===== config.mk =====
export PLATFORM = sky130hd
export DESIGN_NAME = dift_gain
export DESIGN_NICKNAME = d
export VERILOG_FILES = /design/src/sv/decimating_iir_filter_with_threshold_unit_macros.svh /design/src/sv/dift_pkg.sv /design/src/sv/dift_gain.sv
export SDC_FILE = /design/constraint.sdc
export NUM_CORES = 2
export LEC_CHECK = 0
export BUFFER_PORTS_ARGS = -buffer_cell sky130_fd_sc_hd__buf_2
export CAP_MARGIN = 25
export CORE_MARGIN = 4
export CORE_UTILIZATION = 60
export CTS_BUF_LIST = sky130_fd_sc_hd__clkbuf_4 sky130_fd_sc_hd__clkbuf_8 sky130_fd_sc_hd__clkbuf_16
export DETAILED_ROUTE_END_ITERATION = 8
export GPL_TIMING_DRIVEN = 0
export PLACE_DENSITY = 0.77
export SLEW_MARGIN = 10
export SYNTH_ARGS = -nofsm -noshare
export SYNTH_HDL_FRONTEND = slang
export SYNTH_SLANG_ARGS = --single-unit

===== constraint.sdc =====
create_clock -name clk_i -period 4.3 [get_ports clk_i]
set_input_delay 0.215 -clock clk_i [delete_from_list [all_inputs] [get_ports clk_i]]
set_output_delay 0.215 -clock clk_i [all_outputs]
set_load 0.005 [all_outputs]

===== src/sv/decimating_iir_filter_with_threshold_unit_macros.svh =====
// Assertion macros shared by the filter modules.
// Included by the files that carry concurrent assertions; no other dependencies.
`ifndef DECIMATING_IIR_FILTER_WITH_THRESHOLD_UNIT_MACROS_SVH
`define DECIMATING_IIR_FILTER_WITH_THRESHOLD_UNIT_MACROS_SVH

// Same-cycle implication, disabled while reset is asserted.
`define DIFT_ASSERT_IMPL(label, clk, rst_n, ante, cons, msg) \
  label: assert property (@(posedge clk) disable iff (!rst_n) (ante) |-> (cons)) \
    else $error(msg);

// Next-cycle implication, disabled while reset is asserted.
`define DIFT_ASSERT_NEXT(label, clk, rst_n, ante, cons, msg) \
  label: assert property (@(posedge clk) disable iff (!rst_n) (ante) |=> (cons)) \
    else $error(msg);

`endif


===== src/sv/dift_pkg.sv =====
// Shared widths, register indexes, reset values and types of the filter unit.
// No dependencies.
package dift_pkg;

  localparam int unsigned SAMPLE_W   = 16;
  localparam int unsigned FACTOR_W   = 7;
  localparam int unsigned GAIN_W     = 28;
  localparam int unsigned GAIN_FRAC  = 20;
  localparam int unsigned COEF_W     = 25;
  localparam int unsigned COEF_FRAC  = 22;
  localparam int unsigned THRESH_W   = 16;
  localparam int unsigned HIST_W     = 48;
  localparam int unsigned MAG_W      = 15;
  localparam int unsigned CFG_IDX_W  = 3;
  localparam int unsigned CFG_DATA_W = 28;

  localparam int unsigned DEF_MAX_DECIMATION    = 64;
  localparam int unsigned DEF_HISTORY_FRAC_BITS = 16;

  localparam logic [MAG_W-1:0] OUT_MAG_MAX = 15'h7FFF;

  localparam logic                       RST_FILTER_MODE = 1'b0;
  localparam logic [FACTOR_W-1:0]        RST_DECIMATION  = 7'd1;
  localparam logic [GAIN_W-1:0]          RST_GAIN        = 28'd1048576;
  localparam logic signed [COEF_W-1:0]   RST_COEF        = '0;
  localparam logic [THRESH_W-1:0]        RST_THRESHOLD   = '0;

  typedef enum logic [CFG_IDX_W-1:0] {
    REG_FILTER_MODE         = 3'd0,
    REG_DECIMATION_FACTOR   = 3'd1,
    REG_INPUT_GAIN          = 3'd2,
    REG_COEF_A              = 3'd3,
    REG_COEF_B              = 3'd4,
    REG_AMPLITUDE_THRESHOLD = 3'd5
  } dift_reg_e;

  typedef struct packed {
    logic clr_hist;
    logic clr_flag;
  } dift_ctl_t;

endpackage


===== src/sv/dift_gain.sv =====
// Gain stage: scales the group sum by the unsigned Q8.20 gain into a saturated history value.
// Depends on dift_pkg.
module dift_gain import dift_pkg::*; #(
  parameter int unsigned MAX_DECIMATION    = DEF_MAX_DECIMATION,
  parameter int unsigned HISTORY_FRAC_BITS = DEF_HISTORY_FRAC_BITS
) (
  input  logic                     clk_i,
  input  logic                     rst_ni,
  input  logic [GAIN_W-1:0]        gain_i,
  input  logic                     s1_valid_i,
  output logic                     s1_ready_o,
  input  logic signed [SAMPLE_W+$clog2(MAX_DECIMATION)-1:0] s1_sum_i,
  input  dift_ctl_t                s1_ctl_i,
  output logic                     s2_valid_o,
  input  logic                     s2_ready_i,
  output logic signed [HIST_W-1:0] s2_x_o,
  output dift_ctl_t                s2_ctl_o
);

  localparam int unsigned SUM_W  = SAMPLE_W + $clog2(MAX_DECIMATION);
  localparam int unsigned PROD_W = SUM_W + GAIN_W + 1;
  localparam int unsigned R_SH   = (HISTORY_FRAC_BITS <= GAIN_FRAC) ?
                                   (GAIN_FRAC - HISTORY_FRAC_BITS) : 0;
  localparam int unsigned L_SH   = (HISTORY_FRAC_BITS > GAIN_FRAC) ?
                                   (HISTORY_FRAC_BITS - GAIN_FRAC) : 0;
  localparam int unsigned RAW_W  = PROD_W + L_SH;
  localparam int unsigned EXT_W  = (RAW_W > HIST_W) ? RAW_W : (HIST_W + 1);
  localparam logic signed [HIST_W-1:0] HIST_MAX = {1'b0, {(HIST_W-1){1'b1}}};
  localparam logic signed [HIST_W-1:0] HIST_MIN = {1'b1, {(HIST_W-1){1'b0}}};

  logic signed [PROD_W-1:0]    prod;
  logic signed [EXT_W-1:0]     scaled;
  logic [EXT_W-HIST_W:0]       top;
  logic signed [HIST_W-1:0]    x;
  logic                        s2_valid_q, adv;
  logic signed [HIST_W-1:0]    s2_x_q;
  dift_ctl_t                   s2_ctl_q;

  assign prod   = $signed(s1_sum_i) * $signed({1'b0, gain_i});
  assign scaled = (EXT_W'(prod) >>> R_SH) <<< L_SH;
  assign top    = scaled[EXT_W-1:HIST_W-1];

  always_comb begin
    if ((&top) || !(|top)) begin
      x = scaled[HIST_W-1:0];
    end else if (scaled[EXT_W-1]) begin
      x = HIST_MIN;
    end else begin
      x = HIST_MAX;
    end
  end

  assign s1_ready_o = !s2_valid_q || s2_ready_i;
  assign adv        = s1_valid_i && s1_ready_o;

  always_ff @(posedge clk_i or negedge rst_ni) begin
    if (!rst_ni) begin
      s2_valid_q <= 1'b0;
    end else if (s1_ready_o) begin
      s2_valid_q <= s1_valid_i;
    end
  end

  always_ff @(posedge clk_i) begin
    if (adv) begin
      s2_x_q   <= x;
      s2_ctl_q <= s1_ctl_i;
    end
  end

  assign s2_valid_o = s2_valid_q;
  assign s2_x_o     = s2_x_q;
  assign s2_ctl_o   = s2_ctl_q;

endmodule


==> results.txt <==
Status: complete, but fails checks
Violated checks: setup timing
Clk sink count: 50
Final core occ: 73.8%
Clock root buffer: clkbuf_16
Required @ worst endpoint: 4.34 ns
Synth top area cells: fa_1 (47%), ha_1 (11%), inv_1 (9.3%)
Max Root-Sink Buffers: 2
Setup TNS: -68.41 ns
Most frequent cells in the layout: inv_1 (511), fa_1 (483), nand2_1 (330)
CTS clk-pin slew, worst paths: 0.07 ns
Final wirelength: 71,000 um
Largest area contributor in the netlist: fa_1
Largest net degree at the start of global routing: 37
Synth Register Bits: 50
Area Overhead vs Synth: 21.9%
Worst hold path class: in -> reg
Multi-input combinational cell area: 19,100 um2
Die X-Extent: 200 um
Crit path arrival time: 6.45 ns
Yosys warns: 0
Synth unique cells: 65
Worst-Margin Slew: 0.570 ns
GRT Overall Usage: 35.9%
Fin. max-slew vios: 0
Port bufs: 94
FFs w/ async S/R, synth: 2.00%
First-pass GRT wire length: 107,000 um
Crit path capture type: flip-flop
Nets: 3,367
Commonest non-fill, non-tap cell in the layout: inv_1
Gr ovfl total: 0
Placed wire-length estimate: 55,700 um
Share of layout cells above drive strength 1: 21.9%
Mean Syn Cell Area: 9.25 um2
Final setup violation count: 42
Setup ws final: -2.10 ns
TritonRoute pass-1 iters: 6
# DRC: 0
Critical Path Fanout Max: 6
Initial antenna violation count: 4
# IOs: 108
Area share of the largest cell type after synthesis: 46.9%
TritonCTS clock tree: yes
Vias in the first global route: 19,200
H-tree levels: 2
Synthesized area: 22,100 um2
Maxcap violations: 0
Fin crit period: 6.40 ns
Setup crit start kind: primary input
Achievable clock frequency: 156 MHz
Initial DRC count: 1,427
Vias: 17,800
ANT nets after route: 0
RSZ-0062 raised after global routing: true
Syn Nets: 3,159
Routed wire length per instance: 23.1 um
Die Ht: 200 um
Mapped Cells: 2,389
Post-synth EDFFs: 49
Total die area: 40,000 um2
Total CTS buffers: 5
Worst-Skew Late Latency: 0.29 ns
Filler cell count: 2,629
Sequential cell area: 1500 um2
Slew headroom: 62.0%
Worst Skew: 0.00564 ns
CORE AREA: 36,500 um2
Initial Utilization: 60.5%
Main flop type after synthesis: edfxtp_1
Via density: 5.81
Num rows: 70
GP Congestion: 1.04
Final Hold Fails: 0
Worst setup path class: in -> reg
Period utilization: 149%
Sequential share of the synthesized area: 6.77%
layer usage:
metal	up-vias	share of wire, %	global-route usage (%)
li1	7490	-	-
met1	8987	34	42.8
met2	982	48	59.8
met3	353	8.3	5.30
met4	2	9.5	26.1
met5	-	0.020	0
path summary, 6_finish.rpt:
| path | from | end | cells after the start | slack [ns] |
|---|---|---|---|---|
| worst min register to register | s2_valid_o | s2_valid_o | 2 | 0.54 |
| min in group asynchronous | rst_ni | s2_valid_o | 2 | 0.24 |
| worst min-delay path | s1_ctl_i[0] | s2_ctl_o[0] | 1 | 0.09 |
| max in group asynchronous | rst_ni | s2_valid_o | 2 | 3.98 |
| worst max register to register | s2_valid_o | s2_x_o[46] | 3 | 2.82 |
| worst max-delay path | gain_i[7] | s2_x_o[45] | 25 | -2.10 |
sequential cells by signal (all words and copies together), names as in the netlist:
signal / cells
s2_ctl_o: 2
s2_valid_o: 1
s2_x_o: 47
layout make-up:
| class | instances | share of cell area [%] |
|---|---|---|
| Buffer | 123 | 6.63 |
| Multi-Input combinational cell | 1662 | 70.9 |
| Timing Repair Buffer | 208 | 6.52 |
| Clock buffer | 6 | 0.492 |
| Tap cell | 468 | 2.17 |
| Antenna cell | 2 | 0.0186 |
| Sequential cell | 50 | 5.55 |
| Clock inverter | 2 | 0.139 |
| Inverter | 547 | 7.62 |
cells by family after synthesis:
family / Yosys count / share of synthesized area (%)
simple gates: 737 / 16.5
fa+ha+maj: 714 / 58.0
buf+inv: 677 / 11.5
compound gates: 167 / 5.43
flops: 50 / 6.77
xor+xnor: 43 / 1.70
mux: 1 / 0.0453
worst max-delay path, stage by stage:
cell and delay [ns]:
buf_8 0.11, clkbuf_16 0.15, buf_8 0.12, and2_4 0.13
fa_1 0.49, fa_1 0.59, inv_2 0.05, fa_1 0.50
fa_1 0.54, inv_2 0.06, ha_4 0.26, inv_2 0.03
fa_1 0.48, fa_1 0.63, inv_2 0.07, ha_4 0.30
nand2_2 0.07, o21a_4 0.23, o21a_1 0.22, o211ai_2 0.24
a211oi_2 0.11, buf_4 0.17, o31ai_4 0.35, and4_1 0.28
nor4_2 0.05
synthesized netlist by cell type (all sizes together), types with 3 or more instances:
| master | number |
|---|---|
| xor2 | 16 |
| and2 | 271 |
| inv | 547 |
| ha | 196 |
| nand2b | 15 |
| nand3 | 6 |
| a21oi | 53 |
| o211ai | 6 |
| nor2 | 26 |
| or3 | 4 |
| o31ai | 5 |
| a21o | 25 |
| or2 | 4 |
| nand4 | 11 |
| nor3 | 9 |
| a31oi | 7 |
| buf | 4 |
| and3 | 8 |
| o311ai | 4 |
| fa | 518 |
| xnor2 | 27 |
| a211oi | 7 |
| o21ai | 27 |
| clkbuf | 126 |
| a2111oi | 3 |
| edfxtp | 49 |
| nor2b | 20 |
| o21bai | 9 |
| o21a | 6 |
| nand2 | 355 |
stage by stage:
stage               cells  setup slack, ns  hold slack [ns]  instance area [um2]
finish               3068            -2.10           0.0944                26900
global route         3068            -2.23           0.0868                26900
CTS                  3038            -2.03           0.0867                26300
detailed placement   2952            -3.16         -0.00828                24100
global placement     2951            -3.08         -0.00950                24100
floorplan            2389            -1.85          -0.0806                23000
what timing repair did:
action,4_1_cts,5_1_grt
gates cloned,3,0
endpoints found under the setup margin,44,43
setup buffers,77,37
hold buffers,1,0
gates resized for setup,324,180
pin swaps,103,103
hold endpoints to repair,1,0
Power is not shown: default switching activity piles up to over one toggle a cycle in this logic, so the estimate is an artifact.
