===== config.mk =====
export PLATFORM = sky130hd
export DESIGN_NAME = dift_decim
export DESIGN_NICKNAME = d
export VERILOG_FILES = /design/src/sv/dift_pkg.sv /design/src/sv/dift_decim.sv
export VERILOG_INCLUDE_DIRS = /design/src /design/src/sv
export SDC_FILE = /design/constraint.sdc
export NUM_CORES = 1
export LEC_CHECK = 0
export BUFFER_PORTS_ARGS = -buffer_cell sky130_fd_sc_hd__buf_2
export CORE_ASPECT_RATIO = 0.8
export CORE_MARGIN = 2
export CORE_UTILIZATION = 25
export CTS_CLUSTER_DIAMETER = 100
export DETAILED_ROUTE_END_ITERATION = 10
export PLACE_DENSITY = 0.46
export SLEW_MARGIN = 20
export SYNTH_ARGS = -nofsm -noshare
export SYNTH_HDL_FRONTEND = slang
export SYNTH_SLANG_ARGS = --single-unit

===== constraint.sdc =====
create_clock -name clk_i -period 7.1 [get_ports clk_i]
set_input_delay 0.355 -clock clk_i [delete_from_list [all_inputs] [get_ports clk_i]]
set_output_delay 0.355 -clock clk_i [all_outputs]
set_load 0.01 [all_outputs]

===== src/sv/decimating_iir_filter_with_threshold_unit_macros.svh =====
// Assertion macros shared by the filter modules.
// Included by the files that carry concurrent assertions; no other dependencies.
`ifndef DECIMATING_IIR_FILTER_WITH_THRESHOLD_UNIT_MACROS_SVH
`define DECIMATING_IIR_FILTER_WITH_THRESHOLD_UNIT_MACROS_SVH

// Same-cycle implication, disabled while reset is asserted.
`define DIFT_ASSERT_IMPL(label, clk, rst_n, ante, cons, msg) \
  label: assert property (@(posedge clk) disable iff (!rst_n) (ante) |-> (cons)) \
    else $error(msg);

// Next-cycle implication, disabled while reset is asserted.
`define DIFT_ASSERT_NEXT(label, clk, rst_n, ante, cons, msg) \
  label: assert property (@(posedge clk) disable iff (!rst_n) (ante) |=> (cons)) \
    else $error(msg);

`endif


===== src/sv/dift_pkg.sv =====
// Shared widths, register indexes, reset values and types of the filter unit.
// No dependencies.
package dift_pkg;

  localparam int unsigned SAMPLE_W   = 16;
  localparam int unsigned FACTOR_W   = 7;
  localparam int unsigned GAIN_W     = 28;
  localparam int unsigned GAIN_FRAC  = 20;
  localparam int unsigned COEF_W     = 25;
  localparam int unsigned COEF_FRAC  = 22;
  localparam int unsigned THRESH_W   = 16;
  localparam int unsigned HIST_W     = 48;
  localparam int unsigned MAG_W      = 15;
  localparam int unsigned CFG_IDX_W  = 3;
  localparam int unsigned CFG_DATA_W = 28;

  localparam int unsigned DEF_MAX_DECIMATION    = 64;
  localparam int unsigned DEF_HISTORY_FRAC_BITS = 16;

  localparam logic [MAG_W-1:0] OUT_MAG_MAX = 15'h7FFF;

  localparam logic                       RST_FILTER_MODE = 1'b0;
  localparam logic [FACTOR_W-1:0]        RST_DECIMATION  = 7'd1;
  localparam logic [GAIN_W-1:0]          RST_GAIN        = 28'd1048576;
  localparam logic signed [COEF_W-1:0]   RST_COEF        = '0;
  localparam logic [THRESH_W-1:0]        RST_THRESHOLD   = '0;

  typedef enum logic [CFG_IDX_W-1:0] {
    REG_FILTER_MODE         = 3'd0,
    REG_DECIMATION_FACTOR   = 3'd1,
    REG_INPUT_GAIN          = 3'd2,
    REG_COEF_A              = 3'd3,
    REG_COEF_B              = 3'd4,
    REG_AMPLITUDE_THRESHOLD = 3'd5
  } dift_reg_e;

  typedef struct packed {
    logic clr_hist;
    logic clr_flag;
  } dift_ctl_t;

endpackage


===== src/sv/dift_decim.sv =====
// Decimation stage: sums samples into groups and registers each finished group sum.
// Depends on dift_pkg and the assertion macro header.
`include "decimating_iir_filter_with_threshold_unit_macros.svh"

module dift_decim import dift_pkg::*; #(
  parameter int unsigned MAX_DECIMATION = DEF_MAX_DECIMATION
) (
  input  logic                       clk_i,
  input  logic                       rst_ni,
  input  logic [FACTOR_W-1:0]        factor_i,
  input  logic                       in_valid_i,
  output logic                       in_ready_o,
  input  logic signed [SAMPLE_W-1:0] sample_i,
  input  logic                       buffer_start_i,
  input  logic                       clear_history_i,
  output logic                       s1_valid_o,
  input  logic                       s1_ready_i,
  output logic signed [SAMPLE_W+$clog2(MAX_DECIMATION)-1:0] s1_sum_o,
  output dift_ctl_t                  s1_ctl_o
);

  localparam int unsigned SUM_W = SAMPLE_W + $clog2(MAX_DECIMATION);
  localparam int unsigned CNT_W = $clog2(MAX_DECIMATION + 1);
  localparam int unsigned CMP_W = (CNT_W > FACTOR_W) ? CNT_W : FACTOR_W;
  localparam logic [CMP_W-1:0] MAX_D   = CMP_W'(MAX_DECIMATION);
  localparam logic [CNT_W-1:0] MAX_CNT = CNT_W'(MAX_DECIMATION);

  logic signed [SUM_W-1:0] sum_q, sum_d, sum_base;
  logic [CNT_W-1:0]        cnt_q, cnt_d, cnt_base;
  logic [CMP_W-1:0]        fac, fac_eff, cnt_inc;
  logic                    pend_flag_q, pend_flag_d, pend_hist_q, pend_hist_d;
  logic                    s1_valid_q, s1_valid_d;
  logic signed [SUM_W-1:0] s1_sum_q;
  dift_ctl_t               s1_ctl_q;
  logic                    acc, complete;

  always_comb begin
    fac = CMP_W'(factor_i);
    if (fac == '0) begin
      fac_eff = CMP_W'(1);
    end else if (fac > MAX_D) begin
      fac_eff = MAX_D;
    end else begin
      fac_eff = fac;
    end
  end

  assign sum_base   = buffer_start_i ? '0 : sum_q;
  assign cnt_base   = buffer_start_i ? '0 : cnt_q;
  assign cnt_inc    = CMP_W'(cnt_base) + CMP_W'(1);
  assign complete   = cnt_inc >= fac_eff;
  assign in_ready_o = !s1_valid_q || s1_ready_i;
  assign acc        = in_valid_i && in_ready_o;

  always_comb begin
    sum_d       = sum_q;
    cnt_d       = cnt_q;
    pend_flag_d = pend_flag_q;
    pend_hist_d = pend_hist_q;
    s1_valid_d  = s1_ready_i ? 1'b0 : s1_valid_q;
    if (acc) begin
      if (complete) begin
        sum_d       = '0;
        cnt_d       = '0;
        pend_flag_d = 1'b0;
        pend_hist_d = 1'b0;
        s1_valid_d  = 1'b1;
      end else begin
        sum_d       = sum_base + SUM_W'(sample_i);
        cnt_d       = cnt_inc[CNT_W-1:0];
        pend_flag_d = pend_flag_q || buffer_start_i;
        pend_hist_d = pend_hist_q || clear_history_i;
      end
    end
  end

  always_ff @(posedge clk_i or negedge rst_ni) begin
    if (!rst_ni) begin
      sum_q       <= '0;
      cnt_q       <= '0;
      pend_flag_q <= 1'b0;
      pend_hist_q <= 1'b0;
      s1_valid_q  <= 1'b0;
    end else begin
      sum_q       <= sum_d;
      cnt_q       <= cnt_d;
      pend_flag_q <= pend_flag_d;
      pend_hist_q <= pend_hist_d;
      s1_valid_q  <= s1_valid_d;
    end
  end

  always_ff @(posedge clk_i) begin
    if (acc && complete) begin
      s1_sum_q          <= sum_base + SUM_W'(sample_i);
      s1_ctl_q.clr_flag <= pend_flag_q || buffer_start_i;
      s1_ctl_q.clr_hist <= pend_hist_q || clear_history_i;
    end
  end

  assign s1_valid_o = s1_valid_q;
  assign s1_sum_o   = s1_sum_q;
  assign s1_ctl_o   = s1_ctl_q;

  `DIFT_ASSERT_IMPL(a_cnt_below_max, clk_i, rst_ni, 1'b1, cnt_q < MAX_CNT, "group count out of range")
  `DIFT_ASSERT_NEXT(a_start_restarts, clk_i, rst_ni, acc && buffer_start_i && !complete, cnt_q == CNT_W'(1), "buffer start did not restart the group")
  `DIFT_ASSERT_NEXT(a_group_emits, clk_i, rst_ni, acc && complete, s1_valid_q && s1_ctl_q.clr_flag == $past(pend_flag_q || buffer_start_i), "finished group not registered")

endmodule


==> results <==
- The run finished with clean final reports.
- For this run, the total global-route usage over all layers was measured as 0.119.
- The post-synthesis to final-layout area growth is 15.6%.
- The floorplan step defined a die boundary enclosing 0.0152 mm^2.
- TritonCTS built the clock tree.
- The final layout contains 472 nets.
- The register bit count reported by yosys is 56.
- The via total after detailed routing is 2795.
- After routing the design area is 0.00412 mm^2.
- The worst path meets setup with 3.40 ns of slack.
- The library cell used most frequently in the layout, excluding fill and tap cells, is buf_2.
- Timing would allow up to 0.271 GHz.
- For the pin with the worst max-slew slack, the measured transition is 0.919 ns.
- The relative slew slack is 0.385.
- The overflow left after global routing is 0.
- The power per cell area is 297 mW/mm^2.
- The kind of capture point of the worst setup path is a flop.
- The core region is 0.0137 mm^2.
- The post-synthesis net count is 428.
- The post-place setup slack is 3.12 ns.
- The wire-length estimate of the detail-placed layout is 6610 um.
- For the worst setup path, the data arrival time is 3.72 ns.
- Yosys printed 0 warnings.
- The post-placement cell count is 586.
- The number of sinks driven by the clock tree is 56.
- The worst setup path category is in2reg.
- The root buffer selected by CTS is clkbuf_16.
- Counting flops with an async set or reset pin after synthesis yields a share of 0.571.
- The final layout contains routed wiring with a total length of 9000 um.
- In this run the vertical extent of the chip is 111 um.
- In this run the mean area of a mapped cell was 9.64 um^2.
- Counting I/O delays and the setup requirement, the final critical path takes 3.70 ns.
- The type of origin of the critical path is an input port.
- The number of clock buffers inserted by TritonCTS is 5.
- In this run the cell area of the synthesized design comes to 0.00356 mm^2.
- The post-layout instance count excluding filler cells is 594.
- The library cells used most frequently in the layout, excluding fill and tap cells, are buf_2, nand2_1, dfrtp_1, ha_1, a21oi_1.
- In the routed design, unresolved DRC markers number 0.
- In the final routed layout, each cell accounts on average for 15.2 um.
- Buffers placed on the I/O ports in this run total 54.
- Between clock sinks in the finished design, the worst skew comes to 0.00425 ns.
- The maximum number of pins on one net before global-route repair is 35.
- Synthesis produced 369 cells.
- The top-level port count is 55.
- The number of hold-repair buffers added at the cts stage is 0.
- After detailed routing, the number of vias per cell comes to 4.71.
- The class of the tightest hold or removal check is in2async.
- After clock tree synthesis, the clock-pin slew on the worst setup and hold paths is 0.07 ns.
- Once the clock tree was built, the resizer swapped 0 gates to a different size.
- Of the post-synthesis cell area, the dominant cell type holds 0.225.
- The via count of the first global-routing pass is 2727.
- The number of antenna repair diodes is 0.
- The maximum buffer depth of the clock tree is 2.
- Of the synthesized area, sequential elements account for 0.428.
- Along the worst path, the maximum fanout reaches 32.
- The clock latency at the later pin of the worst-skew pair is 0.29 ns.
- The placed instances occupy a cell area of 0.00398 mm^2.
- The flip-flop cell with the highest count after synthesis is dfrtp_1.
- The number of synthesized flops with an enable pin is 24.
- The number of buffers inserted to repair setup after CTS is 0.
- The number of different library cells in the post-synthesis netlist is 50.
- The number of H-tree branching levels is 2.
- After synthesis, the cell types taking the most area are dfrtp_1, edfxtp_1, ha_1, nand2_1, nor2b_1.
- The number of max-slew violations in the final report is 0.
- The completed layout was analyzed and its total power is 1.22 mW.
- For this configuration, the core starts out at a cell density of 0.259.
- The final count of negative-setup-slack endpoints is 0.
- The number of nets with antenna violations after routing is 0.
- The period utilization is 0.521.
- The cell taking the most area after synthesis is dfrtp_1.
- The share of post-route cells with drive strength above 1 is 0.191.
- Across the VDD grid, the largest voltage drop is 109 uV.
- The die boundary width is 137 um.
- The tool flagged a number of max-cap violations equal to 0.
- The DRC violation total after the first TritonRoute iteration is 119.
- The total iterations of the first detailed-routing run is 4.
- Setup repair after global routing left no endpoint under its margin.
- The routability congestion estimate is 0.872.
- The initial antenna violation count came to 0.
- The global-route wire length before repair is 14200 um.
- The initialized floorplan defines 38 standard-cell rows.
- The reported leakage power is 1.83 nW.
- The total negative slack for setup checks is 0 ns.
- The final count of hold timing violations is 0.
- The required time at the endpoint of the critical path is 7.12 ns.
==> cell usage after synthesis, types with 2 or more instances <==
| cell | instances |
|---|---|
| o21ai_0 | 12 |
| a21o_1 | 9 |
| and3_2 | 2 |
| dfrtp_1 | 32 |
| nor2b_1 | 26 |
| o21bai_1 | 4 |
| a21oi_1 | 27 |
| nor2_1 | 23 |
| buf_2 | 6 |
| or2_2 | 3 |
| and2_1 | 4 |
| ha_1 | 29 |
| a22o_1 | 10 |
| edfxtp_1 | 24 |
| inv_1 | 3 |
| nand2b_1 | 3 |
| nand2_1 | 50 |
| a32o_1 | 2 |
| o31ai_1 | 3 |
| a31oi_1 | 5 |
| a31o_2 | 6 |
| nand3_1 | 21 |
| xnor2_1 | 10 |
| xor2_1 | 12 |
| clkbuf_1 | 9 |
| nor3_1 | 3 |
| and3_1 | 3 |
| buf_4 | 2 |
| o211ai_1 | 5 |
==> path summary, 6_finish.rpt <==
kind / from / to / slack, ns / cells past startpoint
min reg2reg: sum_q[5] / sum_q[5] / 0.47 / 2
max in group asynchronous: rst_ni / cnt_q[3] / 6.49 / 1
max: buffer_start_i / s1_sum_o[0] / 3.40 / 13
min: rst_ni / sum_q[0] / 0.13 / 1
min in group clk_i: in_valid_i / s1_valid_o / 0.33 / 3
max reg2reg: cnt_q[0] / s1_sum_o[0] / 3.54 / 12
==> critical path: stages <==
cell	delay [ns]
buf_2	0.49
nor2b_1	0.17
ha_1	0.25
and3_1	0.21
xnor2_1	0.14
nor2_1	0.07
ha_1	0.34
a21oi_1	0.13
nor2b_1	0.06
o31a_1	0.28
nor2_1	0.70
nor2_2	0.20
buf_4	0.30
==> power by group <==
part / switching (mW) / internal (mW)
clock network: 0.114 / 0.131
logic: 0.289 / 0.216
registers: 0.0358 / 0.434
total: 0.439 / 0.782
==> routing by layer <==
| metal | GRT usage | wire, um |
|---|---|---|
| met5 | 0 | 0 |
| met4 | 0.0213 | 59 |
| met3 | 0.0219 | 513 |
| met2 | 0.178 | 3760 |
| met1 | 0.179 | 4670 |
==> state kept, by name, indices dropped and copies added (netlist names) <==
signal and flops:
s1_sum_o 22, sum_q 22, cnt_q 7, s1_ctl_o 2, pend_flag_q 1, pend_hist_q 1
s1_valid_o 1
==> metrics by stage <==
step / util / hold slack (ns)
finish: 0.299 / 0.127
global route: 0.299 / 0.181
CTS: 0.299 / 0.159
detailed placement: 0.289 / 0.453
global placement: 0.289 / 0.448
floorplan: - / 0.0594
==> cell families after synthesis <==
| group | count (synthesis) | synth area share |
|---|---|---|
| flops | 56 | 0.428 |
| xor+xnor | 22 | 0.0541 |
| simple gates | 146 | 0.202 |
| buf+inv | 22 | 0.0295 |
| compound gates | 93 | 0.179 |
| fa+ha+maj | 30 | 0.108 |
==> layout make-up <==
cell class	count	area, um^2
inverter	3	11.3
multi-input combinational	291	1930
timing repair buffer	56	285
clock inverter	1	5.00
sequential	56	1520
tap	180	225
clock buffer	7	133
fill	1451	9630
No activity file was read; power rests on OpenSTA's default activity.
