--- config.mk ---
export PLATFORM = sky130hd
export DESIGN_NAME = dift_out
export DESIGN_NICKNAME = d
export VERILOG_FILES = /design/src/sv/decimating_iir_filter_with_threshold_unit_macros.svh /design/src/sv/dift_pkg.sv /design/src/sv/dift_out.sv
export SDC_FILE = /design/constraint.sdc
export NUM_CORES = 1
export LEC_CHECK = 0
export BUFFER_PORTS_ARGS = -buffer_cell sky130_fd_sc_hd__buf_2
export CAP_MARGIN = 20
export CORE_UTILIZATION = 50
export CTS_BUF_LIST = sky130_fd_sc_hd__clkbuf_8
export CTS_CLUSTER_DIAMETER = 120
export DETAILED_ROUTE_END_ITERATION = 7
export GPL_TIMING_DRIVEN = 0
export PLACE_DENSITY = 0.78
export SLEW_MARGIN = 10
export SYNTH_ARGS = -nofsm -noshare
export SYNTH_HDL_FRONTEND = slang
export SYNTH_SLANG_ARGS = --single-unit
--- constraint.sdc ---
create_clock -name clk_i -period 2 [get_ports clk_i]
set_clock_uncertainty 0.2 [all_clocks]
set_input_delay 0.3 -clock clk_i [delete_from_list [all_inputs] [get_ports clk_i]]
set_output_delay 0.3 -clock clk_i [all_outputs]
set_load 0.05 [all_outputs]
--- src/sv/decimating_iir_filter_with_threshold_unit_macros.svh ---
// Assertion macros shared by the filter modules.
// Included by the files that carry concurrent assertions; no other dependencies.
`ifndef DECIMATING_IIR_FILTER_WITH_THRESHOLD_UNIT_MACROS_SVH
`define DECIMATING_IIR_FILTER_WITH_THRESHOLD_UNIT_MACROS_SVH

// Same-cycle implication, disabled while reset is asserted.
`define DIFT_ASSERT_IMPL(label, clk, rst_n, ante, cons, msg) \
  label: assert property (@(posedge clk) disable iff (!rst_n) (ante) |-> (cons)) \
    else $error(msg);

// Next-cycle implication, disabled while reset is asserted.
`define DIFT_ASSERT_NEXT(label, clk, rst_n, ante, cons, msg) \
  label: assert property (@(posedge clk) disable iff (!rst_n) (ante) |=> (cons)) \
    else $error(msg);

`endif

--- src/sv/dift_pkg.sv ---
// Shared widths, register indexes, reset values and types of the filter unit.
// No dependencies.
package dift_pkg;

  localparam int unsigned SAMPLE_W   = 16;
  localparam int unsigned FACTOR_W   = 7;
  localparam int unsigned GAIN_W     = 28;
  localparam int unsigned GAIN_FRAC  = 20;
  localparam int unsigned COEF_W     = 25;
  localparam int unsigned COEF_FRAC  = 22;
  localparam int unsigned THRESH_W   = 16;
  localparam int unsigned HIST_W     = 48;
  localparam int unsigned MAG_W      = 15;
  localparam int unsigned CFG_IDX_W  = 3;
  localparam int unsigned CFG_DATA_W = 28;

  localparam int unsigned DEF_MAX_DECIMATION    = 64;
  localparam int unsigned DEF_HISTORY_FRAC_BITS = 16;

  localparam logic [MAG_W-1:0] OUT_MAG_MAX = 15'h7FFF;

  localparam logic                       RST_FILTER_MODE = 1'b0;
  localparam logic [FACTOR_W-1:0]        RST_DECIMATION  = 7'd1;
  localparam logic [GAIN_W-1:0]          RST_GAIN        = 28'd1048576;
  localparam logic signed [COEF_W-1:0]   RST_COEF        = '0;
  localparam logic [THRESH_W-1:0]        RST_THRESHOLD   = '0;

  typedef enum logic [CFG_IDX_W-1:0] {
    REG_FILTER_MODE         = 3'd0,
    REG_DECIMATION_FACTOR   = 3'd1,
    REG_INPUT_GAIN          = 3'd2,
    REG_COEF_A              = 3'd3,
    REG_COEF_B              = 3'd4,
    REG_AMPLITUDE_THRESHOLD = 3'd5
  } dift_reg_e;

  typedef struct packed {
    logic clr_hist;
    logic clr_flag;
  } dift_ctl_t;

endpackage

--- src/sv/dift_out.sv ---
// Output stage: truncates and clamps the filter output, updates the sticky threshold flag.
// Depends on dift_pkg.
module dift_out import dift_pkg::*; #(
  parameter int unsigned HISTORY_FRAC_BITS = DEF_HISTORY_FRAC_BITS
) (
  input  logic                       clk_i,
  input  logic                       rst_ni,
  input  logic [THRESH_W-1:0]        threshold_i,
  input  logic                       s3_valid_i,
  output logic                       s3_ready_o,
  input  logic signed [HIST_W-1:0]   s3_y_i,
  input  logic                       s3_clr_flag_i,
  output logic                       out_valid_o,
  input  logic                       out_ready_i,
  output logic signed [SAMPLE_W-1:0] sample_out_o,
  output logic                       threshold_exceeded_o
);

  logic [HIST_W-1:0]          mag_full, shifted;
  logic [MAG_W-1:0]           mag;
  logic signed [SAMPLE_W-1:0] r;
  logic                       hit, adv;
  logic                       out_valid_q, flag_q;
  logic signed [SAMPLE_W-1:0] sample_q;

  assign mag_full = s3_y_i[HIST_W-1] ? (~s3_y_i + HIST_W'(1)) : s3_y_i;
  assign shifted  = mag_full >> HISTORY_FRAC_BITS;
  assign mag      = (|shifted[HIST_W-1:MAG_W]) ? OUT_MAG_MAX : shifted[MAG_W-1:0];
  assign r        = s3_y_i[HIST_W-1] ? -$signed({1'b0, mag}) : $signed({1'b0, mag});
  assign hit      = {1'b0, mag} >= threshold_i;

  assign s3_ready_o = !out_valid_q || out_ready_i;
  assign adv        = s3_valid_i && s3_ready_o;

  always_ff @(posedge clk_i or negedge rst_ni) begin
    if (!rst_ni) begin
      out_valid_q <= 1'b0;
      flag_q      <= 1'b0;
    end else begin
      if (s3_ready_o) begin
        out_valid_q <= s3_valid_i;
      end
      if (adv) begin
        flag_q <= (flag_q && !s3_clr_flag_i) || hit;
      end
    end
  end

  always_ff @(posedge clk_i) begin
    if (adv) begin
      sample_q <= r;
    end
  end

  assign out_valid_o          = out_valid_q;
  assign sample_out_o         = sample_q;
  assign threshold_exceeded_o = flag_q;

endmodule

==> impl_metrics.toml, run 1 <==
[detailed_routing]
finalWirelength_um = 10940
met1_length_um = 4090
ant_nets = 0
wl_met2_um = 5078
dr_wl_met3_um = 1153
drt-initial-drc-count = 451
highest_layer = "met4"
routed_via_density = 6.726
first_pass_iters = 8
vias = 3807
drcViolationCount = 2
wire_per_inst_um = 19.33

[floorplan]
io_pins = 88
dieArea_sq_mm = 0.006127
num_rows = 27
die_y_um = 78.28
die_w_um = 78.28
start_util = 0.5251
core_area_sq_mm = 0.005540

[placement]
dp.cells = 531
io_buffers = 80
place.gp.congestion = 0.8982
dp_hpwl_um = 7367

[sta]
finalMaxSlewViolations = 0
post-route-period-util = 2.178
max_freq_mhz = 229.5
period_minus_slack_ns = 4.356
rsz0062_at_grt = "true"
finalSetupViolCount = 17
timing.slew.headroom = 0.5663
fin_ws_ns = -2.356
whs_ns = 0.05290
worst_pin_slew_ns = 0.6499
hold_violations = 0

[cells_and_area]
n_antenna_cell = 0
synthToLayoutAreaGrowth_pct = 43.78
finalNonFillerCells = 566
fillers = 422
fin_nets = 580
drive_gt1_frac = 0.4109
regArea_sq_um = 530.5
multi_input_area_sq_mm = 0.002564

[clocking]
cts-root-buf = "clkbuf_8"
cts_tree = "done"
cts_buffer_depth = 2
cts_buffers = 3
ctsHtreeMaxLevel = 1
cts.sinks = 18
path_clk_slew_ns = 0.07
clk_latency_ns = 0.26

[synthesis]
synth_area_sq_mm = 0.002909
ys_types = 63
synth_nets = 464
synth_seq_cells = 18
yosys_warnings = 0
synth_edf_count = 16
synthCells = 379
synth_ff_type = "edfxtp_1"
synthTopCellsByArea = "edfxtp_1, ha_1, nand2_1"
synthTopCellsByCount = "nand2_1, nor2_1, inv_1, nor3_1, nand3_1"
synth_area_per_cell_sq_um = 7.676
synth_top_area_cell = "edfxtp_1"
ys_async_sr_fraction = 0.1111
synth_top_area_frac = 0.1652
yosysSeqAreaShare = 0.1824
yosysMostFrequentCell = "nand2_1"

[worst_hold_path]
whs_path_depth = 2
hold_path.class = "in2reg"

[global_routing]
overflow = 0
antenna_found_initial = 0
grt_max_degree = 18
grt_pass1_vias = 3417
gr-usage-all-layers = 0.3259
grt_pass1_wl_um = 16070

[critical_path]
crit_type = "in2reg"
critPathLaunchType = "input pin"
end_kind = "register"
worstRegToRegCells = 5
crit_fanout = 6
critical_path_required_ns = 1.94
cp.arrival_ns = 4.30

[pwr]
leakagePower_nw = 1.702
irDropWorstVdd_mv = 0.2736
power.density_mw_per_mm2 = 319.3

[run_status]
violations = "DRC, setup timing"
status = "complete, but fails checks"

[job]
cap_violations = 0
worst max-delay path: stages:
cell      delay (ns)
buf_12          0.11
or4_4           0.55
buf_6           0.15
nor4_4          0.28
a31oi_1         0.14
o41ai_2         0.36
o311ai_2        0.16
and4b_1         0.28
buf_6           0.12
and3_4          0.22
ha_4            0.20
nand2b_4        0.12
a21o_1          0.15
a21o_1          0.16
a21o_1          0.15
a21o_1          0.16
a21oi_2         0.18
o211ai_1        0.15
a221o_1         0.34
timing repair:
action                                  in CTS  in global routing
hold buffers                                 1                  0
hold endpoints to repair                     2                  0
setup buffers                               16                 16
endpoints found under the setup margin      17                 17
gates resized for setup                     55                 37
pin swaps                                   31                 24
cloned                                       0                  0
per-layer routing:
| metal | vias to the layer above | GRT usage |
|---|---|---|
| met1 | 1721 | 0.4113 |
| met2 | 310 | 0.5535 |
| met3 | 74 | 0.04302 |
| met4 | 0 | 0.1407 |
| met5 | - | 0 |
| li1 | 1702 | - |
registers in the layout (all words and copies together) (netlist names):
signal and cells:
sample_out_o 16, threshold_exceeded_o 1, out_valid_o 1
logic make-up (layout without fill, tap and decap cells):
kind of cell / Yosys count / after routing / synth area share
AO/OA/AOI/OAI: 90 / 90 / 0.2254
multiplexers: 12 / 12 / 0.04301
flip-flops: 18 / 18 / 0.1824
XOR/XNOR: 17 / 17 / 0.05118
buffers and inverters: 45 / 160 / 0.06408
AND/OR/NAND/NOR: 181 / 181 / 0.3652
adder cells (fa/ha/maj): 16 / 16 / 0.06882
where the power goes:
group / total [W] / internal, W / switching [W]
Sequential: 0.000443 / 0.000437 / 0.00000604
Combinational: 0.000632 / 0.000228 / 0.000403
Clock: 0.000261 / 0.000137 / 0.000124
Total: 0.00134 / 0.000802 / 0.000534
final cells by class:
cell class                 count  share of cell area
sequential                    18              0.1268
timing repair buffer         112              0.1705
tap                           72             0.02154
buffer                        21             0.03679
inverter                      23             0.02064
clock inverter                 1           0.0008974
clock buffer                   3            0.009871
multi-input combinational    316              0.6129
stage by stage:
stage,area (sq um),TNS (ns),setup WS [ns],utilization,total power [W]
6_report,4183,-28.65,-2.356,0.7550,0.001335
5_1_grt,4183,-30.63,-2.526,0.7550,0.001390
4_1_cts,3866,-25.89,-2.250,0.6978,0.001274
3_5_place_dp,3477,-33.81,-2.922,0.6276,0.0009812
3_3_place_gp,3477,-33.24,-2.867,0.6276,0.0009695
2_1_floorplan,2987,-24.44,-2.157,-,0.0007897
worst paths after layout:
check                                     start                   end  slack, ns
setup reg to reg                    out_valid_o  threshold_exceeded_o       0.18
max in group asynchronous                rst_ni           out_valid_o       1.34
setup / recovery                     s3_y_i[24]  threshold_exceeded_o      -2.36
hold reg to reg            threshold_exceeded_o  threshold_exceeded_o       0.32
hold / removal                       s3_valid_i           out_valid_o       0.05
min in group asynchronous                rst_ni  threshold_exceeded_o       0.16
layout by cell type, fill, tap and decap left out, drive strengths merged, types with 3 or more instances in the layout:
cell type,Yosys,layout
o31ai,8,8
o211ai,4,4
ha,16,16
a31oi,10,10
nor2,28,28
nand4,7,7
nand3,19,19
or4,12,12
o22ai,3,3
xnor2,6,6
o311ai,5,5
o41ai,4,4
or2,5,5
and3,11,11
nor4,16,16
o311a,4,4
xor2,11,11
and4,5,5
a21o,10,10
nand2,34,34
edfxtp,16,16
clkbuf,12,14
a21oi,11,11
mux2,4,4
nor3,22,22
mux2i,8,8
o21ai,12,12
nand2b,6,6
buf,10,121
inv,23,23
or3,10,10
Power figures use the tool's default switching activity.
==> inputs of run 2 (changes only) <==
--- a/config.mk
+++ b/config.mk
@@ -5,15 +5,14 @@
 export SDC_FILE = /design/constraint.sdc
 export NUM_CORES = 1
 export LEC_CHECK = 0
-export BUFFER_PORTS_ARGS = -buffer_cell sky130_fd_sc_hd__buf_2
 export CAP_MARGIN = 20
 export CORE_UTILIZATION = 50
 export CTS_BUF_LIST = sky130_fd_sc_hd__clkbuf_8
 export CTS_CLUSTER_DIAMETER = 120
 export DETAILED_ROUTE_END_ITERATION = 7
+export DONT_BUFFER_PORTS = 1
 export GPL_TIMING_DRIVEN = 0
-export PLACE_DENSITY = 0.78
-export SLEW_MARGIN = 10
+export SLEW_MARGIN = 5
 export SYNTH_ARGS = -nofsm -noshare
 export SYNTH_HDL_FRONTEND = slang
 export SYNTH_SLANG_ARGS = --single-unit
==> run 2 against run 1 <==
Against the previous run:
- the run ends with setup timing left
- flip-flop and latch count unchanged
- non-clock buffer count is 87 lower
- sequential power is 19% higher
- first-iteration DRC count shrank 39%
- clock power rose by 2%
==> impl_metrics.toml, run 2 (synthesis gave the netlist of run 1 again) <==
[run_status]
status = "complete, but fails checks"
violations = "setup timing"

[floorplan]
core_area_sq_mm = 0.005540
num_rows = 27
start_util = 0.5251
die_y_um = 78.28
die_w_um = 78.28
dieArea_sq_mm = 0.006127
io_pins = 88

[critical_path]
cp.arrival_ns = 3.99
critPathSlowestCell = "or4_4"
worst-path-buf-inv = 2
crit_path_start = "s3_y_i[29]"
critPathLaunchType = "input pin"
cpLargestDelayFamily = "simple AND/OR/NAND/NOR gates"
crit_top_cell = "and3_4"
end_kind = "register"
crit_fanout = 7
rr_startpoint = "out_valid_o"
path_cells = "clkbuf_8, or4_4, or3_4, o31a_1, o311ai_4, nor4_4, and4b_1, buf_6, and3_4, ha_4, nand3_1, nor2_1, nor3_4, nor3_2, a21oi_2, mux2_2, and3_4"
critical_path_required_ns = 1.82
crit_type = "in2reg"
critPathMaxStageDelay_ns = 0.45

[cells_and_area]
n_antenna_cell = 0
largest_reg_flops = 16
synthToLayoutAreaGrowth_pct = 26.84
drive_gt1_frac = 0.2850
fin_nets = 493
finalNonFillerCells = 479
stdcell_area_sq_mm = 0.003690
layout_common_cells = "nand2_1, nor2_1, buf_4"
layout.cells.most_common = "nand2_1"

[sta]
finalSetupViolCount = 17
rsz0062_at_grt = "true"
worst_pin_slew_ns = 0.6614
period_minus_slack_ns = 4.167
finalMaxSlewViolations = 0
max_freq_mhz = 240.0
post-route-period-util = 2.083
setup_tns_ns = -26.38
timing.slew.headroom = 0.5591
hold_violations = 0
fin_ws_ns = -2.167

[placement]
dp.cells = 451
place_ws_ns = -2.942
dp_hpwl_um = 7017
place_area_sq_mm = 0.003077
io_buffers = 0
place.gp.congestion = 0.9320

[pwr]
p_int_w = 0.0007318
clockPowerShare = 0.224
leakagePower_nw = 1.333
power_frac_comb = 0.329
p_seq_frac = 0.447
finalPower_w = 0.001179
power.switching_w = 0.0004475
swShare = 0.3795
power.density_mw_per_mm2 = 319.6
irDropWorstVdd_mv = 0.3075

[detailed_routing]
routed_via_density = 6.856
wire_per_inst_um = 20.44
drcViolationCount = 0
drt-initial-drc-count = 273
ant_nets = 0
vias = 3284
first_pass_iters = 5
finalWirelength_um = 9790

[clocking]
cts_buffers = 3
cts_buffer_depth = 2
clk_latency_ns = 0.26
cts.sinks = 18
path_clk_slew_ns = 0.07
cts_tree = "done"
ctsHtreeMaxLevel = 1
cts-root-buf = "clkbuf_8"

[global_routing]
overflow = 0
antenna_found_initial = 0
gr-usage-all-layers = 0.3193
grt_max_degree = 18
grt_pass1_wl_um = 15240
grt_pass1_vias = 3097

[worst_hold_path]
hold_start = "s3_clr_flag_i"
hold_path.class = "in2reg"

[job]
cap_violations = 0
==> run 2: changes by cell type in the layout (fill, tap and decap cells not counted), sizes merged <==
cell and change:
dlygate4sd3 +1, clkinvlp +1, clkbuf -1, inv -1, buf -87
==> run 2: area by class of cell <==
cell class                 instances  area, sq um
fill                             497         1851
multi-input combinational        316         2564
tap                               72        90.09
buffer                            20        153.9
inverter                          23        90.09
sequential                        18        531.8
clock inverter                     1        3.754
timing repair buffer              26        215.2
clock buffer                       3        41.29
==> run 2: path summary, 6_finish.rpt <==
kind	to	slack [ns]	depth (start not counted)
setup / recovery	sample_out_o[6]	-2.17	17
hold / removal	threshold_exceeded_o	0.04	2
setup reg to reg	threshold_exceeded_o	0.03	5
hold reg to reg	out_valid_o	0.66	2
max in group asynchronous	out_valid_o	1.40	1
min in group asynchronous	out_valid_o	0.06	1
==> run 2: power by group through the flow <==
stage	Sequential [W]	Combinational, W	Clock, W
after floorplan	0.000533	0.000257	0
after global placement	0.000534	0.000321	0
after detailed placement	0.000535	0.000326	0
after CTS	0.000527	0.000355	0.000266
after global routing	0.000529	0.000422	0.000281
final	0.000527	0.000388	0.000265
==> run 2: worst register-to-register path: stages (launching register included) <==
cell and delay (ns):
dfrtp_2 0.53, nand2b_4 0.22, nand2_1 0.16, clkinvlp_4 0.31, nand2_1 0.09, a221o_1 0.35
==> run 2: through the flow <==
stage | hold slack [ns] | utilization
global route | 0.04897 | 0.6660
global placement | -0.1955 | 0.5553
finish | 0.04356 | 0.6660
CTS | 0.04978 | 0.6229
floorplan | -0.1956 | -
detailed placement | -0.1955 | 0.5553
==> run 2: what timing repair did <==
item	in CTS	in global routing
pin swaps	34	20
hold buffers	2	0
resized for setup	44	37
endpoints found under the hold margin	3	0
buffers inserted	16	8
endpoints found under the setup margin	33	33
==> run 2: metal layers <==
metal	global-route usage	vias up	part of all wire
met1	0.4017	1533	0.41
met4	0.1519	0	0.029
met5	0	-	0
li1	-	1533	-
met3	0.04070	24	0.078
met2	0.5377	194	0.48
==> inputs of run 3 (changes only) <==
--- a/config.mk
+++ b/config.mk
@@ -5,8 +5,9 @@
 export SDC_FILE = /design/constraint.sdc
 export NUM_CORES = 1
 export LEC_CHECK = 0
+export ABC_AREA = 1
 export CAP_MARGIN = 20
-export CORE_UTILIZATION = 50
+export CORE_UTILIZATION = 35
 export CTS_BUF_LIST = sky130_fd_sc_hd__clkbuf_8
 export CTS_CLUSTER_DIAMETER = 120
 export DETAILED_ROUTE_END_ITERATION = 7
==> run 3 against run 2 <==
Against the previous run:
- the run still ends with setup timing left
- count of clock-buffer cells in the layout grew 1
- sequential share of layout area shrank 1.8 points
- core utilization shrank 15 points
- die area grew 43%
- non-clock buffer count grew 9
- setup slack gained 0.91 ns
- combinational power grew 16%
- synthesized cell count grew 37%
- register-to-register slack gained 0.25 ns
- worst hold slack lost 0.029 ns
- flip-flop and latch count is the same
- clock power grew 7.5%
- largest cell class unchanged
- highest routed layer unchanged
==> impl_metrics.toml, run 3 <==
[run_status]
status = "complete, but fails checks"
violations = "setup timing"

[clocking]
cts_tree = "done"
ctsHtreeMaxLevel = 1
cts-root-buf = "clkbuf_8"
cts_buffers = 3
path_clk_slew_ns = 0.06
cts_buffer_depth = 2
cts.sinks = 18
clk_latency_ns = 0.25

[synthesis]
synth_seq_cells = 18
ys_types = 34
synth-compound-area-share = 0.04549
synthTopCellsByArea = "nand2_1, edfxtp_1, inv_1"
synth-xor-area-share = 0.06845
synthTopCellsByCount = "nand2_1, inv_1, nor2_1, nand3_1, nand4_1"
synth_nets = 606
synth_top_family_by_area = "simple AND/OR/NAND/NOR gates"
post_synth_and_or_nand_nor_area_fraction = 0.5098
synth_area_per_cell_sq_um = 5.648
yosysSeqAreaShare = 0.1803
muxShareOfSynthArea = 0
synth_top_area_frac = 0.2168
synth_edf_count = 16
synth-adder-area-share = 0.06803
synthCells = 521
synth_ff_type = "edfxtp_1"
yosysMostFrequentCell = "nand2_1"
ys_async_sr_fraction = 0.1111
synth_area_sq_mm = 0.002943
yosys_warnings = 0
synth_top_area_cell = "nand2_1"

[job]
cap_violations = 0

[floorplan]
die_y_um = 93.70
die_w_um = 93.70
io_pins = 88
dieArea_sq_mm = 0.008779
num_rows = 33
start_util = 0.3600
core_area_sq_mm = 0.008175

[global_routing]
grt_pass1_wl_um = 15220
antenna_found_initial = 0
grt_pass1_vias = 3356
overflow = 0
grt_max_degree = 19
gr-usage-all-layers = 0.2177

[sta]
post-route-period-util = 1.630
finalSetupViolCount = 17
hold_violations = 0
period_minus_slack_ns = 3.259
timing.slew.headroom = 0.6616
max_freq_mhz = 306.8
finalMaxSlewViolations = 0
rsz0062_at_grt = "true"
fin_ws_ns = -1.259
worst_pin_slew_ns = 0.5077
setup_tns_ns = -14.27

[detailed_routing]
vias = 3389
drcViolationCount = 0
ant_nets = 0
wire_per_inst_um = 14.00
routed_via_density = 5.006
first_pass_iters = 4
drt-initial-drc-count = 99
finalWirelength_um = 9479

[pwr]
irDropWorstVdd_mv = 0.1573
power.density_mw_per_mm2 = 300.9
leakagePower_nw = 1.946

[cells_and_area]
synthToLayoutAreaGrowth_pct = 43.84
drive_gt1_frac = 0.3636
largest_reg_flops = 16
n_antenna_cell = 0
layout_common_cells = "nand2_1, inv_1, nor2_4, nor2_1, nand2_2"
layout.cells.most_common = "nand2_1"
finalNonFillerCells = 677
fin_nets = 658

[placement]
dp.cells = 626
place.gp.congestion = 0.8733
dp_hpwl_um = 7374
io_buffers = 0

[critical_path]
crit_top_cell = "nand2_1"
end_kind = "register"
critPathSlowestCell = "ha_1"
critPathMaxStageDelay_ns = 0.29
cp.arrival_ns = 3.20
critPathLaunchType = "input pin"
crit_fanout = 5
crit_type = "in2reg"
critical_path_required_ns = 1.94

[worst_hold_path]
hold_path.class = "in2reg"
## run 3: timing repair
item                       CTS  global route
hold buffers                 2             0
hold endpoints to repair     3             0
gates resized for setup     79            61
pin swaps                   38            36
gates cloned                 0             0
setup buffers               41            20
setup endpoints to repair   33            33
## run 3: metrics by stage
step             util  total power [W]  hold WS [ns]  cell area (sq um)  setup WS (ns)
5_1_grt        0.5178         0.001347       0.03264               4233         -1.565
3_5_place_dp   0.4051        0.0008975       -0.1955               3312         -1.853
4_1_cts        0.4818         0.001229       0.01357               3939         -1.293
3_3_place_gp   0.4051        0.0008878       -0.1955               3312         -1.864
2_1_floorplan       -        0.0008257       -0.1956               3181         -1.186
6_report       0.5178         0.001274       0.01472               4233         -1.259
## run 3: where the power goes
| group | total [W] | internal, W | switching (W) |
|---|---|---|---|
| clock network | 0.000285 | 0.000175 | 0.000110 |
| registers | 0.000539 | 0.000442 | 0.0000974 |
| logic | 0.000450 | 0.000176 | 0.000274 |
## run 3: cell type report
class,instances,area (sq um)
repair buffers,49,434.2
fillers,823,3943
well taps,105,131.4
plain buffers,6,40.04
inverters,88,352.8
clock buffers,4,55.05
multi-input cells,407,2688
flip-flops and latches,18,531.8
## run 3: final timing paths
path | start | end | slack [ns] | cells after the start
min in group asynchronous | rst_ni | out_valid_o | 0.08 | 1
setup / recovery | s3_y_i[17] | threshold_exceeded_o | -1.26 | 34
hold reg to reg | threshold_exceeded_o | threshold_exceeded_o | 0.59 | 2
hold / removal | s3_clr_flag_i | threshold_exceeded_o | 0.01 | 3
setup reg to reg | out_valid_o | sample_out_o[12] | 0.28 | 4
max in group asynchronous | rst_ni | out_valid_o | 1.38 | 1
## run 3: per-layer routing
| metal | vias to the layer above | GRT usage | part of all wire |
|---|---|---|---|
| met3 | 20 | 0.02184 | 0.048 |
| met4 | 0 | 0.07179 | 0.025 |
| met2 | 109 | 0.4185 | 0.53 |
| li1 | 1730 | - | - |
| met5 | - | 0 | 0 |
| met1 | 1530 | 0.2470 | 0.40 |
## run 3: cells by family after synthesis
group	count (synthesis)
AO/OA/AOI/OAI	21
AND/OR/NAND/NOR	347
flip-flops	18
adder cells (fa/ha/maj)	16
buffers and inverters	96
XOR/XNOR	23
## run 3: worst max-delay path: cells and delay by family
family | cells | cell delay (ns)
AND/OR/NAND/NOR | 25 | 1.80
adder cells (fa/ha/maj) | 1 | 0.29
AO/OA/AOI/OAI | 4 | 0.40
buffers and inverters | 4 | 0.39
